## config.mk

```make
export PLATFORM = sky130hd
export DESIGN_NAME = ssnc_lane
export DESIGN_NICKNAME = d
export VERILOG_FILES = /design/src/rtl/ssnc_pkg.sv /design/src/rtl/ssnc_lane.sv
export SDC_FILE = /design/constraint.sdc
export NUM_CORES = 1
export LEC_CHECK = 0
export BUFFER_PORTS_ARGS = -buffer_cell sky130_fd_sc_hd__buf_2
export CAP_MARGIN = 20
export CORE_MARGIN = 10
export CORE_UTILIZATION = 40
export DETAILED_ROUTE_END_ITERATION = 7
export GPL_TIMING_DRIVEN = 0
export PLACE_DENSITY_LB_ADDON = 0.3
export SYNTH_ARGS = -nofsm -noshare
export SYNTH_HDL_FRONTEND = slang
export SYNTH_SLANG_ARGS = --single-unit
```

## constraint.sdc

```tcl
create_clock -name vclk -period 11.24
set_clock_uncertainty 0.1 [all_clocks]
set_input_delay 0.562 -clock vclk [all_inputs]
set_output_delay 0.562 -clock vclk [all_outputs]
set_load 0.02 [all_outputs]
```

## src/rtl/ssnc_pkg.sv

```systemverilog
// Types, constants and character tables of the name codec.
`default_nettype none

package ssnc_pkg;

   localparam int NumChars    = 6;
   localparam int CodeWidth   = 6;
   localparam int WordWidth   = 36;
   localparam int SqWidth     = 32;
   localparam int InCharWidth = 8;
   localparam int CharWidth   = 7;
   localparam int Radix       = 40;

   localparam logic [InCharWidth-1:0] SpaceChar = 8'h20;
   localparam logic [InCharWidth-1:0] NulChar   = 8'h00;

   // Operation codes carried in the request.
   typedef enum logic [1:0] {
      OP_SIXBIT_ENC = 2'd0,
      OP_SIXBIT_DEC = 2'd1,
      OP_SQUOZE_ENC = 2'd2,
      OP_SQUOZE_DEC = 2'd3
   } op_type;

   typedef struct packed {
      op_type                 req_type;
      logic [WordWidth-1:0]   in_word;
      logic [InCharWidth-1:0] in_char_0;
      logic [InCharWidth-1:0] in_char_1;
      logic [InCharWidth-1:0] in_char_2;
      logic [InCharWidth-1:0] in_char_3;
      logic [InCharWidth-1:0] in_char_4;
      logic [InCharWidth-1:0] in_char_5;
   } req_item_type;

   typedef struct packed {
      logic [WordWidth-1:0] out_word;
      logic [CharWidth-1:0] out_char_0;
      logic [CharWidth-1:0] out_char_1;
      logic [CharWidth-1:0] out_char_2;
      logic [CharWidth-1:0] out_char_3;
      logic [CharWidth-1:0] out_char_4;
      logic [CharWidth-1:0] out_char_5;
   } rsp_item_type;

   // What one character lane hands to the merge stage.
   typedef struct packed {
      logic [CodeWidth-1:0] six_code;
      logic [CodeWidth-1:0] quo_low;
      logic [SqWidth-1:0]   sq_term;
      logic [CharWidth-1:0] dec_char;
   } lane_out_type;

   // Contents of the lane output register.
   typedef struct packed {
      op_type                        op;
      logic [CodeWidth-1:0]          quo_base;
      lane_out_type [NumChars-1:0]   lanes;
   } stage_type;

   // Integer power, evaluated at elaboration only.
   function automatic longint unsigned int_pow(input int unsigned base,
                                               input int unsigned expo);
      longint unsigned r;
      r = 64'd1;
      for (int k = 0; k < expo; k++) begin
         r = r * base;
      end
      return r;
   endfunction

   // Radix-40 digit of a character; anything unknown maps to the digit of space.
   function automatic logic [CodeWidth-1:0] radix_digit(input logic [InCharWidth-1:0] c);
      logic [CodeWidth-1:0] d;
      priority if (c >= 8'h30 && c <= 8'h39) begin
         d = 6'(c - 8'd47);          // digits 0..9
      end else if (c >= 8'h41 && c <= 8'h5A) begin
         d = 6'(c - 8'd54);          // uppercase letters
      end else if (c >= 8'h61 && c <= 8'h7A) begin
         d = 6'(c - 8'd86);          // lowercase letters
      end else if (c == 8'h2E) begin
         d = 6'd37;                  // period
      end else if (c == 8'h24) begin
         d = 6'd38;                  // dollar sign
      end else if (c == 8'h25) begin
         d = 6'd39;                  // percent sign
      end else begin
         d = 6'd0;
      end
      return d;
   endfunction

   // Character for a radix-40 digit, letters in lowercase.
   function automatic logic [CharWidth-1:0] radix_char(input logic [CodeWidth-1:0] d);
      logic [CharWidth-1:0] c;
      priority if (d >= 6'd1 && d <= 6'd10) begin
         c = 7'(d) + 7'd47;
      end else if (d >= 6'd11 && d <= 6'd36) begin
         c = 7'(d) + 7'd86;
      end else if (d == 6'd37) begin
         c = 7'h2E;
      end else if (d == 6'd38) begin
         c = 7'h24;
      end else if (d == 6'd39) begin
         c = 7'h25;
      end else begin
         c = 7'(SpaceChar);
      end
      return c;
   endfunction

endpackage

`default_nettype wire

```

## src/rtl/ssnc_lane.sv

```systemverilog
// One character lane: SIXBIT and squoze work for a single character position.
`default_nettype none

module ssnc_lane
   import ssnc_pkg::*;
#(
   parameter int Lane = 0
) (
   input  logic [InCharWidth-1:0] char_in,
   input  logic                   live,
   input  logic [WordWidth-1:0]   word_in,
   output lane_out_type           lane_out
);

   // Digit position counted from the least significant end.
   localparam int Pos   = NumChars - 1 - Lane;
   // This lane finds the squoze value divided by 40 to the power Steps.
   localparam int Steps = Pos + 1;
   // Dividing by 40^n is a shift by 3n followed by a division by 5^n.
   localparam int XW    = SqWidth - 3 * Steps;
   localparam longint unsigned Div = int_pow(5, Steps);
   localparam int DivBits = $clog2(Div);
   localparam int Shift = XW + DivBits;
   localparam int MW    = XW + 1;
   localparam int PW    = Shift + CodeWidth;
   localparam longint unsigned Magic = ((64'd1 << Shift) + Div - 64'd1) / Div;
   localparam logic [SqWidth-1:0] Weight = SqWidth'(int_pow(Radix, Pos));

   logic [MW-1:0]          magic_c;
   logic [InCharWidth-1:0] ch_live;
   logic [InCharWidth-1:0] ch_up;
   logic [CodeWidth-1:0]   digit;
   logic [XW-1:0]          sq_high;
   logic [PW-1:0]          quo_prod;

   assign magic_c = MW'(Magic);

   // SIXBIT encode: an ended name reads as space, lowercase folds to uppercase.
   always_comb begin
      ch_live = live ? char_in : SpaceChar;
      ch_up   = (ch_live >= 8'h61 && ch_live <= 8'h7A) ? ch_live - 8'd32 : ch_live;
   end

   // Squoze encode: this character's digit scaled by its place value.
   assign digit = radix_digit(live ? char_in : NulChar);

   // Reciprocal multiply; only the low bits of the quotient are needed downstream.
   assign sq_high  = word_in[SqWidth-1:3*Steps];
   assign quo_prod = PW'(sq_high) * PW'(magic_c);

   always_comb begin
      lane_out.six_code = ch_up[CodeWidth-1:0] - CodeWidth'(SpaceChar);
      lane_out.sq_term  = SqWidth'(digit) * Weight;
      lane_out.quo_low  = quo_prod[Shift +: CodeWidth];
      lane_out.dec_char = CharWidth'(SpaceChar) + {1'b0, word_in[CodeWidth*Pos +: CodeWidth]};
   end

endmodule

`default_nettype wire

```

# == Word-level counts from Yosys, hierarchy flattened ==
# Index checks and enable logic that the tools add are counted.
# op_classes
n_mul,2
n_lt_le_gt_ge,8
n_addsub,6
reduce_logical,4
muxes,9
n_eq_ne,3
# ops
cell,n
two-way mux 6 bit,7
multiplier 14 x 13 -> 27 bit (second input constant),1
== test 8 x 6 -> 1 bit (second input constant),3
greater-or-equal comparator 8 x 7 -> 1 bit (second input constant),3
<= comparator 8 x 7 -> 1 bit (second input constant),3
subtractor 6 bit (second input constant),4
multiplier 6 x 12 -> 17 bit (second input constant),1
two-way mux 8 bit,2
greater-or-equal comparator 8 x 6 -> 1 bit (second input constant),1
<= comparator 8 x 6 -> 1 bit (second input constant),1
adder 6 x 6 -> 7 bit (first input constant),1
subtractor 6 x 5 -> 6 bit (second input constant),1
logical AND 1 bit,4
# totals
output_inout_bits,51
word_cells,32
ff_bits,0
input_bits,45

# == Logic depth before layout (Yosys ltp) ==
# logic_depth
ltp_word,9
ltp_mapped,22
depth_no_buf,20

# == Worst setup path after synthesis ==
# No wires, ideal clock.
# synth_timing
kind,input to output
start,in live
end,out lane_out[38] (netlist bit)
stages,18
slack_ns,5.100
arrival_time_ns,5.478
required_ns,10.578
path_buffers,1
cell_sequence,buf_2 nand2_1 inv_1 ha_1 nor2_1 a311oi_2 o311ai_2 o311ai_0 ha_1 ha_1 inv_1 fa_1 fa_1 and2b_1 o2111ai_1 a31oi_1 nor2_1 a311oi_1
# synth_lines
element,line,text
"start, declared",ssnc_lane.sv:10,"input logic live,"
"end, declared",ssnc_lane.sv:12,output lane_out_type lane_out

==> flow_summary_export.csv <==
group,metric,value,unit
floorplanning,num_rows,36,
yosys,synth_compound_gate_area_share,0.116,
power,p_int,136,uW
yosys,ys_warn_count,0,
grt,grt_max_degree,11,
sta,hold_viol,0,
flow_run,drv_cap,0,
routing,ant_nets,0,
cells_and_area,nFlopsAndLatches,0,
sta,setup_viol,0,
yosys,synthMuxAreaShare,0,
placement,place_congestion,0.867,
power,leakage,2.77,nW
worst_setup_path,crit_slowest_cell,"o311ai_0",
power,p_switching,174,uW
power,ir_drop,0.0351,mV
yosys,synthXorXnorAreaFrac,0.0242,
grt,track_usage,0.114,
floorplanning,core-area,0.00973,mm^2
yosys,ys_types,54,
cells_and_area,nets,752,
floorplanning,design.die.area,0.0143,mm^2
floorplanning,die_h,120,um
clock_network,cts_setup_buffers,0,
yosys,avgSynthCellArea,8.50,um^2
cells_and_area,final_cell_area,0.00449,mm^2
sta,tns,0,ns
cells_and_area,fin_util,0.461,
cells_and_area,finalNonFillerCells,674,
sta,fin_crit_sh,0.573,
placement,postPlaceCellArea,0.00448,mm^2
routing,vias_per_cell,4.76,
power,pwr-share-seq,0,
sta,fmax,155,MHz
clock_network,cts.repair.resized,0,
routing,wl_per_cell,12.4,um
cells_and_area,nClkBuffers,0,
routing,num_vias,3205,
routing,totalWireLength,8370,um
sta,period_minus_slack,6.44,ns
yosys,synthAdderAreaFrac,0.593,
worst_setup_path,path_class,"input port to output pin",
floorplanning,start_util,0.409,
worst_setup_path,cp_data_arrival_time,5.78,ns
routing,drc,0,
cells_and_area,num_antenna_cells,0,
floorplanning,die_w,120,um
sta,maxSlewViolCount,0,
worst_setup_path,path_max_fanout,10,
worst_setup_path,critPathCaptureType,"output pin",
clock_network,cts_hold_buf,0,
worst_setup_path,crit_buf_inv,6,
grt,grt_pass1_vias,3291,
yosys,syn_inst,468,
worst_setup_path,setup.worst_path.start,"live",
cells_and_area,drive_gt1_frac,0.168,
worst_setup_path,critPathTopFamily,"compound AO/OA/AOI/OAI gates",
yosys,synth-simple-area-share,0.0956,
cells_and_area,fillers,996,
routing,drtIter0Drc,59,
grt,grt_pass1_wl,14500,um
yosys,synth_top_family_by_area,"adder cells",
power,pwr-share-comb,1.000,
worst_hold_path,hold_path_class,"input port to output pin",
sta,timing.slew.headroom,0.604,
yosys,syn_area,0.00398,mm^2
power,sw_frac_of_total,0.561,
placement,port_buffers,53,
placement,placedCellCount,673,
floorplanning,io_pins,96,
worst_setup_path,start_kind,"input port",
power,power_density,69.2,mW/mm^2
cells_and_area,ff_latch_area,0,um^2
status,status,"completed",
sta,rsz0062_at_grt,"no",
grt,overflow,0,
sta,worstMarginPinSlew,0.588,ns
placement,post-dp-hpwl,7690,um
power,clockPowerShare,0,
worst_setup_path,worstPathRequired,10.58,ns
routing,first_pass_iters,4,
worst_setup_path,endpoint,"lane_out[38]",
cells_and_area,area_growth,12.8,%
worst_setup_path,slowest_delay,0.52,ns
yosys,ys_seq_area_frac,0,
grt,antenna_found_initial,0,
worst_setup_path,cp.depth,21,
worst_setup_path,crit_path_cell_trace,"buf_2, buf_2, nand2_1, inv_1, ha_1, nor2_1, a311oi_2, o311ai_2, o311ai_0, clkbuf_2, ha_1, ha_1, inv_1, fa_1, fa_1, and2b_1, o2111ai_1, a31oi_1, nor2_1, a311oi_1, buf_2",
-- Yosys cell counts, types with 2 or more instances --
master     number  share of area
buf_4          28          0.053
a211oi_1        4         0.0075
nand3_1         5         0.0063
a22oi_1         2         0.0038
nor2b_1         4         0.0063
o21ai_0        14          0.018
nand4_1         4         0.0063
xnor2_1         7          0.015
a311oi_2        2         0.0075
nand2_1        16          0.015
and2_1          3         0.0047
inv_1         119           0.11
ha_1          123           0.39
a311oi_1        3         0.0066
nor2_1         19          0.018
xor2_1          4         0.0088
a21o_1          5         0.0094
nand2b_1        2         0.0031
o211ai_1        2         0.0038
a31oi_1         2         0.0031
and3_1          2         0.0031
fa_1           41           0.21
o21ai_1         3         0.0038
nor3_1          4         0.0050
nand3b_1        2         0.0038
o2111ai_1       3         0.0066
a21oi_1        16          0.020
clkbuf_1        3         0.0028
-- worst min-delay path by stage --
stage	startpoint	end	slack, ns	cells past startpoint
3_5_place_dp	word_in[33]	lane_out[3]	1.25	2
3_3_place_gp	word_in[33]	lane_out[3]	1.25	2
6_report	word_in[33]	lane_out[3]	1.24	2
4_1_cts	word_in[33]	lane_out[3]	1.25	2
5_1_grt	word_in[33]	lane_out[3]	1.25	2
2_1_floorplan	word_in[35]	lane_out[5]	1.10	1
-- area by class of cell --
class | count | area [um^2] | share of cell area
Multi-Input combinational cell | 335 | 3370 | 0.752
Inverter | 120 | 450 | 0.100
Timing Repair Buffer | 54 | 270 | 0.0602
Tap cell | 133 | 166 | 0.0371
Buffer | 32 | 226 | 0.0505
-- layout by cell type, fill, tap and decap left out, drive strengths merged, types with 2 or more instances in the layout --
cell     Yosys  final
inv        120    120
o21ai       17     17
nand3        5      5
nor3         4      4
nor2b        5      5
nand2b       2      2
a21oi       16     16
a31oi        2      2
o311ai       2      2
and3         3      3
or2          2      2
conb         1     20
nor2        19     19
a311oi       5      5
buf         29     82
a211oi       4      4
and2         3      3
a21o         5      5
fa          41     41
nand2       16     16
clkbuf       3      4
a22oi        2      2
nand3b       2      2
xor2         4      4
o211ai       2      2
o2111ai      3      3
or4          2      2
nand4        4      4
xnor2        7      7
ha         123    123
-- logic make-up after synthesis --
family | after synthesis
buffers and inverters | 152
xor gates and xnor gates | 11
AOI/OAI and AO/OA | 67
and+or+nand+nor | 73
other | 1
adders and majority gates | 164
-- power by group through the flow --
stage          clock network [mW]  registers (mW)  logic (mW)
6_report                        0               0       0.311
5_1_grt                         0               0       0.367
4_1_cts                         0               0       0.316
3_5_place_dp                    0               0       0.313
2_1_floorplan                   0               0       0.235
3_3_place_gp                    0               0       0.301
-- metrics by stage --
step                      power, mW  hold slack (ns)  setup WS (ns)
after floorplan               0.235             1.10           5.10
after global routing          0.367             1.25           4.43
after detailed placement      0.313             1.25           4.40
after global placement        0.301             1.25           4.46
after CTS                     0.316             1.25           4.37
final                         0.311             1.24           4.80
-- layer usage --
metal,part of all wire,GRT usage,vias to the layer above
li1,-,-,1645
met1,0.46,0.146,1503
met2,0.49,0.208,57
met3,0.047,0.0173,0
met4,0,0.00377,0
met5,0,0,-
No activity file was read; power rests on OpenSTA's default activity.
