$ cat src/rtl/ssnc_pkg.sv
// Types, constants and character tables of the name codec.
`default_nettype none

package ssnc_pkg;

   localparam int NumChars    = 6;
   localparam int CodeWidth   = 6;
   localparam int WordWidth   = 36;
   localparam int SqWidth     = 32;
   localparam int InCharWidth = 8;
   localparam int CharWidth   = 7;
   localparam int Radix       = 40;

   localparam logic [InCharWidth-1:0] SpaceChar = 8'h20;
   localparam logic [InCharWidth-1:0] NulChar   = 8'h00;

   // Operation codes carried in the request.
   typedef enum logic [1:0] {
      OP_SIXBIT_ENC = 2'd0,
      OP_SIXBIT_DEC = 2'd1,
      OP_SQUOZE_ENC = 2'd2,
      OP_SQUOZE_DEC = 2'd3
   } op_type;

   typedef struct packed {
      op_type                 req_type;
      logic [WordWidth-1:0]   in_word;
      logic [InCharWidth-1:0] in_char_0;
      logic [InCharWidth-1:0] in_char_1;
      logic [InCharWidth-1:0] in_char_2;
      logic [InCharWidth-1:0] in_char_3;
      logic [InCharWidth-1:0] in_char_4;
      logic [InCharWidth-1:0] in_char_5;
   } req_item_type;

   typedef struct packed {
      logic [WordWidth-1:0] out_word;
      logic [CharWidth-1:0] out_char_0;
      logic [CharWidth-1:0] out_char_1;
      logic [CharWidth-1:0] out_char_2;
      logic [CharWidth-1:0] out_char_3;
      logic [CharWidth-1:0] out_char_4;
      logic [CharWidth-1:0] out_char_5;
   } rsp_item_type;

   // What one character lane hands to the merge stage.
   typedef struct packed {
      logic [CodeWidth-1:0] six_code;
      logic [CodeWidth-1:0] quo_low;
      logic [SqWidth-1:0]   sq_term;
      logic [CharWidth-1:0] dec_char;
   } lane_out_type;

   // Contents of the lane output register.
   typedef struct packed {
      op_type                        op;
      logic [CodeWidth-1:0]          quo_base;
      lane_out_type [NumChars-1:0]   lanes;
   } stage_type;

   // Integer power, evaluated at elaboration only.
   function automatic longint unsigned int_pow(input int unsigned base,
                                               input int unsigned expo);
      longint unsigned r;
      r = 64'd1;
      for (int k = 0; k < expo; k++) begin
         r = r * base;
      end
      return r;
   endfunction

   // Radix-40 digit of a character; anything unknown maps to the digit of space.
   function automatic logic [CodeWidth-1:0] radix_digit(input logic [InCharWidth-1:0] c);
      logic [CodeWidth-1:0] d;
      priority if (c >= 8'h30 && c <= 8'h39) begin
         d = 6'(c - 8'd47);          // digits 0..9
      end else if (c >= 8'h41 && c <= 8'h5A) begin
         d = 6'(c - 8'd54);          // uppercase letters
      end else if (c >= 8'h61 && c <= 8'h7A) begin
         d = 6'(c - 8'd86);          // lowercase letters
      end else if (c == 8'h2E) begin
         d = 6'd37;                  // period
      end else if (c == 8'h24) begin
         d = 6'd38;                  // dollar sign
      end else if (c == 8'h25) begin
         d = 6'd39;                  // percent sign
      end else begin
         d = 6'd0;
      end
      return d;
   endfunction

   // Character for a radix-40 digit, letters in lowercase.
   function automatic logic [CharWidth-1:0] radix_char(input logic [CodeWidth-1:0] d);
      logic [CharWidth-1:0] c;
      priority if (d >= 6'd1 && d <= 6'd10) begin
         c = 7'(d) + 7'd47;
      end else if (d >= 6'd11 && d <= 6'd36) begin
         c = 7'(d) + 7'd86;
      end else if (d == 6'd37) begin
         c = 7'h2E;
      end else if (d == 6'd38) begin
         c = 7'h24;
      end else if (d == 6'd39) begin
         c = 7'h25;
      end else begin
         c = 7'(SpaceChar);
      end
      return c;
   endfunction

endpackage

`default_nettype wire

$ cat src/rtl/ssnc_merge.sv
// Merge stage: combines the lane results into one result item.
`default_nettype none

module ssnc_merge
   import ssnc_pkg::*;
(
   input  stage_type    stage_in,
   output rsp_item_type rsp_out
);

   logic [WordWidth-1:0] six_word;
   logic [SqWidth-1:0]   sq_sum;
   logic [CodeWidth-1:0] quo_hi [NumChars];
   logic [CodeWidth-1:0] sq_digit [NumChars];
   logic [CharWidth-1:0] chars [NumChars];

   // Pack the SIXBIT codes, first character in the top group.
   always_comb begin
      six_word = '0;
      for (int i = 0; i < NumChars; i++) begin
         six_word = {six_word[WordWidth-CodeWidth-1:0], stage_in.lanes[i].six_code};
      end
   end

   // The squoze value is below 40^6, so the sum never overflows 32 bits.
   always_comb begin
      sq_sum = '0;
      for (int i = 0; i < NumChars; i++) begin
         sq_sum = sq_sum + stage_in.lanes[i].sq_term;
      end
   end

   // Digit i is q_k minus 40 times q_(k+1); the result is below 40, so 6 bits suffice.
   always_comb begin
      for (int i = 0; i < NumChars; i++) begin
         quo_hi[i]   = (i == NumChars - 1) ? stage_in.quo_base : stage_in.lanes[(i + 1) % NumChars].quo_low;
         sq_digit[i] = quo_hi[i] - CodeWidth'(stage_in.lanes[i].quo_low * 6'd40);
      end
   end

   // Select the result of the requested operation.
   always_comb begin
      rsp_out = '0;
      for (int i = 0; i < NumChars; i++) begin
         chars[i] = '0;
      end
      unique case (stage_in.op)
         OP_SIXBIT_ENC: begin
            rsp_out.out_word = six_word;
         end
         OP_SIXBIT_DEC: begin
            for (int i = 0; i < NumChars; i++) begin
               chars[i] = stage_in.lanes[i].dec_char;
            end
         end
         OP_SQUOZE_ENC: begin
            rsp_out.out_word = WordWidth'(sq_sum);
         end
         OP_SQUOZE_DEC: begin
            for (int i = 0; i < NumChars; i++) begin
               chars[i] = radix_char(sq_digit[i]);
            end
         end
         default: begin
            rsp_out.out_word = '0;
         end
      endcase
      rsp_out.out_char_0 = chars[0];
      rsp_out.out_char_1 = chars[1];
      rsp_out.out_char_2 = chars[2];
      rsp_out.out_char_3 = chars[3];
      rsp_out.out_char_4 = chars[4];
      rsp_out.out_char_5 = chars[5];
   end

endmodule

`default_nettype wire

$ cat config.mk
export PLATFORM = sky130hd
export DESIGN_NAME = ssnc_merge
export DESIGN_NICKNAME = d
export VERILOG_FILES = /design/src/rtl/ssnc_pkg.sv /design/src/rtl/ssnc_merge.sv
export SDC_FILE = /design/constraint.sdc
export NUM_CORES = 1
export LEC_CHECK = 0
export BUFFER_PORTS_ARGS = -buffer_cell sky130_fd_sc_hd__buf_2
export CAP_MARGIN = 20
export CORE_ASPECT_RATIO = 0.9
export CORE_MARGIN = 5
export CORE_UTILIZATION = 31
export DETAILED_ROUTE_END_ITERATION = 8
export GPL_ROUTABILITY_DRIVEN = 0
export PLACE_DENSITY = 0.63
export SLEW_MARGIN = 20
export SYNTH_ARGS = -nofsm -noshare
export SYNTH_HDL_FRONTEND = slang
export SYNTH_SLANG_ARGS = --single-unit
$ cat constraint.sdc
create_clock -name vclk -period 8.1
set_input_delay 1.62 -clock vclk [all_inputs]
set_output_delay 1.62 -clock vclk [all_outputs]
set_load 0.05 [all_outputs]
# ---- Word-level counts from Yosys, hierarchy flattened
# Cells that the tools add are included.
dict set report totals {
  ramBits 0
  latchBits 0
  word_cells 119
  in_bits 314
  out_inout_bits 78
  mem_bits_ro 0
  regBits 0
  n_memories 0
}
dict set report op_classes {
  shifts 0
  n_div 0
  n_lt_le_gt_ge 24
  muxes 32
  n_reduce_logical 13
  mul 6
  n_bitwise 0
  addsub 23
  n_eq_ne 21
}
# op count
set op_table {}
lappend op_table {{32-bit adder} 5}
lappend op_table {{6-bit equality test, second input constant} 18}
lappend op_table {{7-bit two-way mux} 12}
lappend op_table {{42-bit one-hot mux with 2 select lines} 1}
lappend op_table {{36-bit one-hot mux with 2 select lines} 1}
lappend op_table {{6-bit by 6-bit adder with 7-bit output, second input constant} 6}
lappend op_table {{6-bit by 7-bit adder with 7-bit output, second input constant} 6}
lappend op_table {{6-bit by 1-bit greater-or-equal comparator with 1-bit output, second input constant} 6}
lappend op_table {{6-bit by 4-bit greater-or-equal comparator with 1-bit output, second input constant} 6}
lappend op_table {{6-bit by 4-bit <= comparator with 1-bit output, second input constant} 6}
lappend op_table {{6-bit <= comparator, second input constant} 6}
lappend op_table {{6-bit by 3-bit multiplier with 3-bit output, second input constant} 6}
lappend op_table {{3-bit two-way mux} 12}
lappend op_table {{6-bit subtractor} 6}
lappend op_table {{4-bit two-way mux} 6}
lappend op_table {{1-bit logical AND} 12}
lappend op_table {{2-bit equality test, second input constant} 2}
lappend op_table {{2-bit by 1-bit equality test with 1-bit output, second input constant} 1}
lappend op_table {{2-bit zero test} 1}

# ---- Depth between registers and ports, before layout
# Gate-level depths: netlist (run 1).
dict set report depth {
  word_depth 9
  mapped_depth 17
  ltp_nobuf 17
}

# ---- Worst setup path after synthesis (run 1)
# No wires, ideal clock.
dict set report synth_timing {
  path_kind {input-to-output}
  from {input stage_in[9] in the netlist's numbering}
  to {output rsp_out[70] in the netlist's numbering}
  setup_slack_ns -0.425
  path_buffers 0
  arrival_time_ns 6.905
  required_time_ns 6.480
  stages 16
  cell_sequence {inv_1 -> fa_1 -> inv_1 -> fa_1 -> inv_1 -> fa_1 -> inv_1 -> ha_1 -> fa_1 -> a21oi_1 -> nor2_1 -> o311ai_0 -> a31oi_1 -> a21boi_0 -> nor2b_1 -> o311ai_0}
}
# item line
set synth_lines {}
lappend synth_lines {{start: declaration} ssnc_merge.sv:7} ;# input stage_type stage_in,
lappend synth_lines {{end: declaration} ssnc_merge.sv:8} ;# output rsp_item_type rsp_out

==> results of run 1 <==
cells by family after synthesis:
| kind of cell | share of synthesized area |
|---|---|
| fa+ha+maj | 0.406 |
| compound gates | 0.191 |
| buf+inv | 0.172 |
| simple gates | 0.131 |
| mux | 0.0251 |
| xor+xnor | 0.0750 |
power by group through the flow:
stage / clock [mW] / sequential, mW / combinational, mW
finish: 0.0000000166 / 0 / 2.81
global route: 0.0000000167 / 0 / 3.12
CTS: 0 / 0 / 2.83
detailed placement: 0 / 0 / 2.80
global placement: 0 / 0 / 2.78
floorplan: 0 / 0 / 2.01
synthesized netlist by cell type, drive strengths merged, types with 21 or more instances:
master	instances	area, um^2
o21ai	52	260
clkbuf	28	105
nand2	67	251
xor2	21	184
fa	129	2580
a31oi	23	144
ha	78	976
a21oi	44	220
nor2	66	248
xnor2	54	473
inv	363	1360
mux2i	22	220
critical path, cell delays in order:
cell	delay (ns)
buf_2	0.07
inv_1	0.04
fa_1	0.53
inv_1	0.05
fa_1	0.53
inv_1	0.06
fa_1	0.52
inv_1	0.04
ha_1	0.39
and4_4	0.25
and3_4	0.18
and4_4	0.19
a2111oi_4	0.42
nor4b_1	0.11
o31a_1	0.29
or3_1	0.36
a311oi_2	0.26
buf_2	0.31
routing by layer:
layer  part of all wire  track usage  vias to the layer above
met5            0.00025            0                        -
met4             0.0094       0.0186                        2
met3              0.063       0.0234                       16
met2               0.52        0.317                      348
met1               0.41        0.207                     4175
li1                   -            -                     4453
cells in the final DEF, fill, tap and decap left out, drive strengths merged, types with 6 or more instances in the layout:
cell type / instances
nor2b: 16
fa: 129
nand3: 19
a22o: 15
nand2: 67
xnor2: 54
a21boi: 8
and3: 9
a21o: 18
a211oi: 7
nor3: 14
o21bai: 7
o21a: 8
nor2: 66
ha: 78
inv: 363
buf: 404
o311ai: 6
and2: 11
xor2: 21
o31ai: 7
mux2i: 22
nand2b: 12
a31oi: 23
o21ai: 52
a21oi: 44
o211ai: 8
final cells by class:
cell class / count / area, um^2 / share of cell area
Antenna cell: 1 / 2.50 / 0.000224
Inverter: 363 / 1360 / 0.122
Multi-Input combinational cell: 785 / 7280 / 0.651
Tap cell: 360 / 450 / 0.0403
Timing Repair Buffer: 404 / 2080 / 0.186
metrics by stage:
step | instances | cell area [um^2]
after floorplan | 1183 | 8770
after global placement | 1912 | 11200
after detailed placement | 1912 | 11200
after CTS | 1912 | 11200
after global routing | 1913 | 11200
final | 1913 | 11200
worst paths after layout:
path	start	end	slack [ns]	cells past startpoint
setup / recovery	stage_in[21]	rsp_out[73]	0.23	18
hold / removal	stage_in[104]	rsp_out[23]	3.63	4
what timing repair did:
action	in CTS	in global routing
setup endpoints to repair	0	3
setup buffers	0	0
gates resized for setup	0	3
==> qor.txt, run 1 <==
Status = completed
Cell Area, Synth = 0.00876 mm^2
Max Cap Viol = 0
Setup_tns = 0 ns
Number of DRC markers in iteration 0 = 306
Share of post-route cells with drive strength above 1 = 0.269
Worst Tran Pin Value = 1.03 ns
Post-layout worst setup margin = 0.235 ns
Area Growth Syn to Fin = 27.4%
DR WL/cell = 14.7 um
P_sw = 1.78 mW
Comb power frac = 1.000
Die height = 170 um
Lkg Pwr = 6.51 nW
Avg Cell Area, Syn = 7.41 um^2
Yosys cell types = 62
Setup violation total in the final timing report = 0
Die W = 187 um
# IOs = 392
Hold buffers post-CTS = 0
Switch share = 0.634
Final Power = 2.81 mW
Crit end category = output port
WP data required = 6.48 ns
Max Freq = 127 MHz
Fin nets = 2,075
Rel. slew slack = 0.313
Worst hold path type = in -> out
First-pass detailed-route iteration total = 5
Power per cell area = 251 mW/mm^2
Initial Util = 0.314
Net count after synthesis = 1,704
Synthesis warning total = 0
Crit Path Max Fanout = 7
P_int = 1.03 mW
IO buf count = 389
FFs & Latches = 0
Vias in the first global route = 8,909
Drt drc = 0
WP data arrival = 6.25 ns
First-pass GRT wire length = 44.3 mm
Worst IR Drop VDD = 0.145 mV
Total wire length = 28.0 mm
Die area = 0.0317 mm^2
Tcrit/Tclk final = 0.971
Detailed Place HPWL = 25.0 mm
RSZ-0062 raised after global routing = false
Largest net degree at the start of global routing = 53
Area of the core = 0.0279 mm^2
Sequential Power Share = 0
Global route total overflow = 0
Register area = 0 um^2
Post-layout util = 0.400
Final hold vios = 0
Row Count = 58
Max-slew violations = 0
Total GRT Usage = 0.166
Vias = 8,994
Minimum clock period = 7.87 ns
Filler cells = 2,986
CLK BUF = 0
CP Launch Type = input pin
Sequential fraction of the synthesis area = 0
Worst Setup Path Type = in -> out
Clock Power Share = 0
Hold WS = 3.63 ns
Initial antenna violation count = 3
Vias per cell = 4.70
Cells after Synth = 1,183
Pre-CTS setup slack = 0.168 ns
Detail Route Antenna Nets = 0
Power figures use the tool's default switching activity.
==> inputs of run 2 (changes only) <==
--- a/config.mk
+++ b/config.mk
@@ -7,12 +7,14 @@
 export LEC_CHECK = 0
 export BUFFER_PORTS_ARGS = -buffer_cell sky130_fd_sc_hd__buf_2
 export CAP_MARGIN = 20
+export CELL_PAD_IN_SITES_DETAIL_PLACEMENT = 0
+export CELL_PAD_IN_SITES_GLOBAL_PLACEMENT = 2
 export CORE_ASPECT_RATIO = 0.9
 export CORE_MARGIN = 5
-export CORE_UTILIZATION = 31
+export CORE_UTILIZATION = 26
 export DETAILED_ROUTE_END_ITERATION = 8
 export GPL_ROUTABILITY_DRIVEN = 0
-export PLACE_DENSITY = 0.63
+export PLACE_DENSITY = 0.89
 export SLEW_MARGIN = 20
 export SYNTH_ARGS = -nofsm -noshare
 export SYNTH_HDL_FRONTEND = slang
==> qor.txt, run 2 (same netlist as run 1, synthesis figures left out) <==
Worst Setup Path Type = in -> out
Most common cell after layout, fill and taps aside = buf_2
Row Count = 63
Number of DRC markers in iteration 0 = 408
RSZ-0062 raised after global routing = false
Worst Tran Pin Value = 0.912 ns
Area Growth Syn to Fin = 28.4%
Detail Route Antenna Nets = 0
Global route total overflow = 0
Share of post-route cells with drive strength above 1 = 0.268
Most frequent cells in the layout = buf_2, inv_1, fa_1, ha_1, nand2_1
Power per cell area = 249 mW/mm^2
Setup violation total in the final timing report = 0
Dpl cells = 1,975
Total wire length = 28.8 mm
Initial antenna violation count = 3
IO buf count = 389
Crit end category = output port
Register area = 0 um^2
Initial Util = 0.265
Area of the core = 0.0331 mm^2
Max Freq = 128 MHz
Worst hold path type = in -> out
Die height = 184 um
WP data required = 6.48 ns
Lkg Pwr = 6.52 nW
Hold path depth = 4
Detailed Place HPWL = 26.1 mm
First-pass GRT wire length = 45.1 mm
FFs & Latches = 0
CP Launch Type = input pin
Die area = 0.0375 mm^2
Vias = 8,905
Tcrit/Tclk final = 0.966
Status = completed
Largest net degree at the start of global routing = 50
First-pass detailed-route iteration total = 5
Worst IR Drop VDD = 0.161 mV
Post-CTS setup buffers = 0
Rel. slew slack = 0.387
Hold buffers post-CTS = 0
Max Cap Viol = 0
Final hold vios = 0
Vias per cell = 4.51
Cell Count, Final, Fillers Out = 1,976
WP data arrival = 6.20 ns
Post-CTS Resized = 0
Total GRT Usage = 0.145
Drt drc = 0
Crit Path Max Fanout = 4
Vias in the first global route = 8,903
# IOs = 392
Max-slew violations = 0
Setup_tns = 0 ns
Minimum clock period = 7.82 ns
Die W = 204 um
Fin nets = 2,076
DR WL/cell = 14.6 um
CLK BUF = 0
run 2: where the power goes:
part           switching, mW    total [mW]  internal, mW
Combinational           1.77          2.81          1.03
Clock                      0  0.0000000167  0.0000000167
Sequential                 0             0             0
run 2: area by class of cell:
type | instances | area, um^2
Inverter | 363 | 1360
Multi-Input combinational cell | 785 | 7270
Antenna cell | 1 | 2.50
Tap cell | 422 | 528
Fill cell | 3631 | 21900
Timing Repair Buffer | 405 | 2080
run 2: worst paths after layout:
path	from	endpoint	slack (ns)
max	stage_in[25]	rsp_out[73]	0.28
min	stage_in[104]	rsp_out[23]	3.64
run 2: layer usage:
| metal | vias to the layer above | part of all wire | track usage |
|---|---|---|---|
| li1 | 4452 | - | - |
| met1 | 4130 | 0.43 | 0.191 |
| met2 | 311 | 0.50 | 0.267 |
| met3 | 10 | 0.065 | 0.0190 |
| met4 | 2 | 0.0049 | 0.00566 |
| met5 | - | 0.00024 | 0 |
run 2: critical path, cell delays in order:
cell,delay (ns)
buf_2,0.07
inv_1,0.07
fa_1,0.54
inv_1,0.05
fa_1,0.52
inv_1,0.05
fa_1,0.52
inv_1,0.04
ha_1,0.30
and3_1,0.24
and3_4,0.19
and4_4,0.19
a2111oi_4,0.43
nor4b_1,0.12
o31a_1,0.30
or3_1,0.36
a311oi_2,0.27
buf_2,0.31
run 2: through the flow:
step / power [mW] / instance area, um^2 / utilization / hold WS, ns / worst slack [ns]
floorplan: 2.01 / 8770 / - / 3.49 / 0.172
global placement: 2.81 / 11200 / 0.339 / 3.65 / 0.132
detailed placement: 2.82 / 11200 / 0.339 / 3.65 / 0.176
CTS: 2.84 / 11200 / 0.339 / 3.65 / 0.145
global route: 3.11 / 11200 / 0.340 / 3.67 / 0.0121
finish: 2.81 / 11200 / 0.340 / 3.64 / 0.277
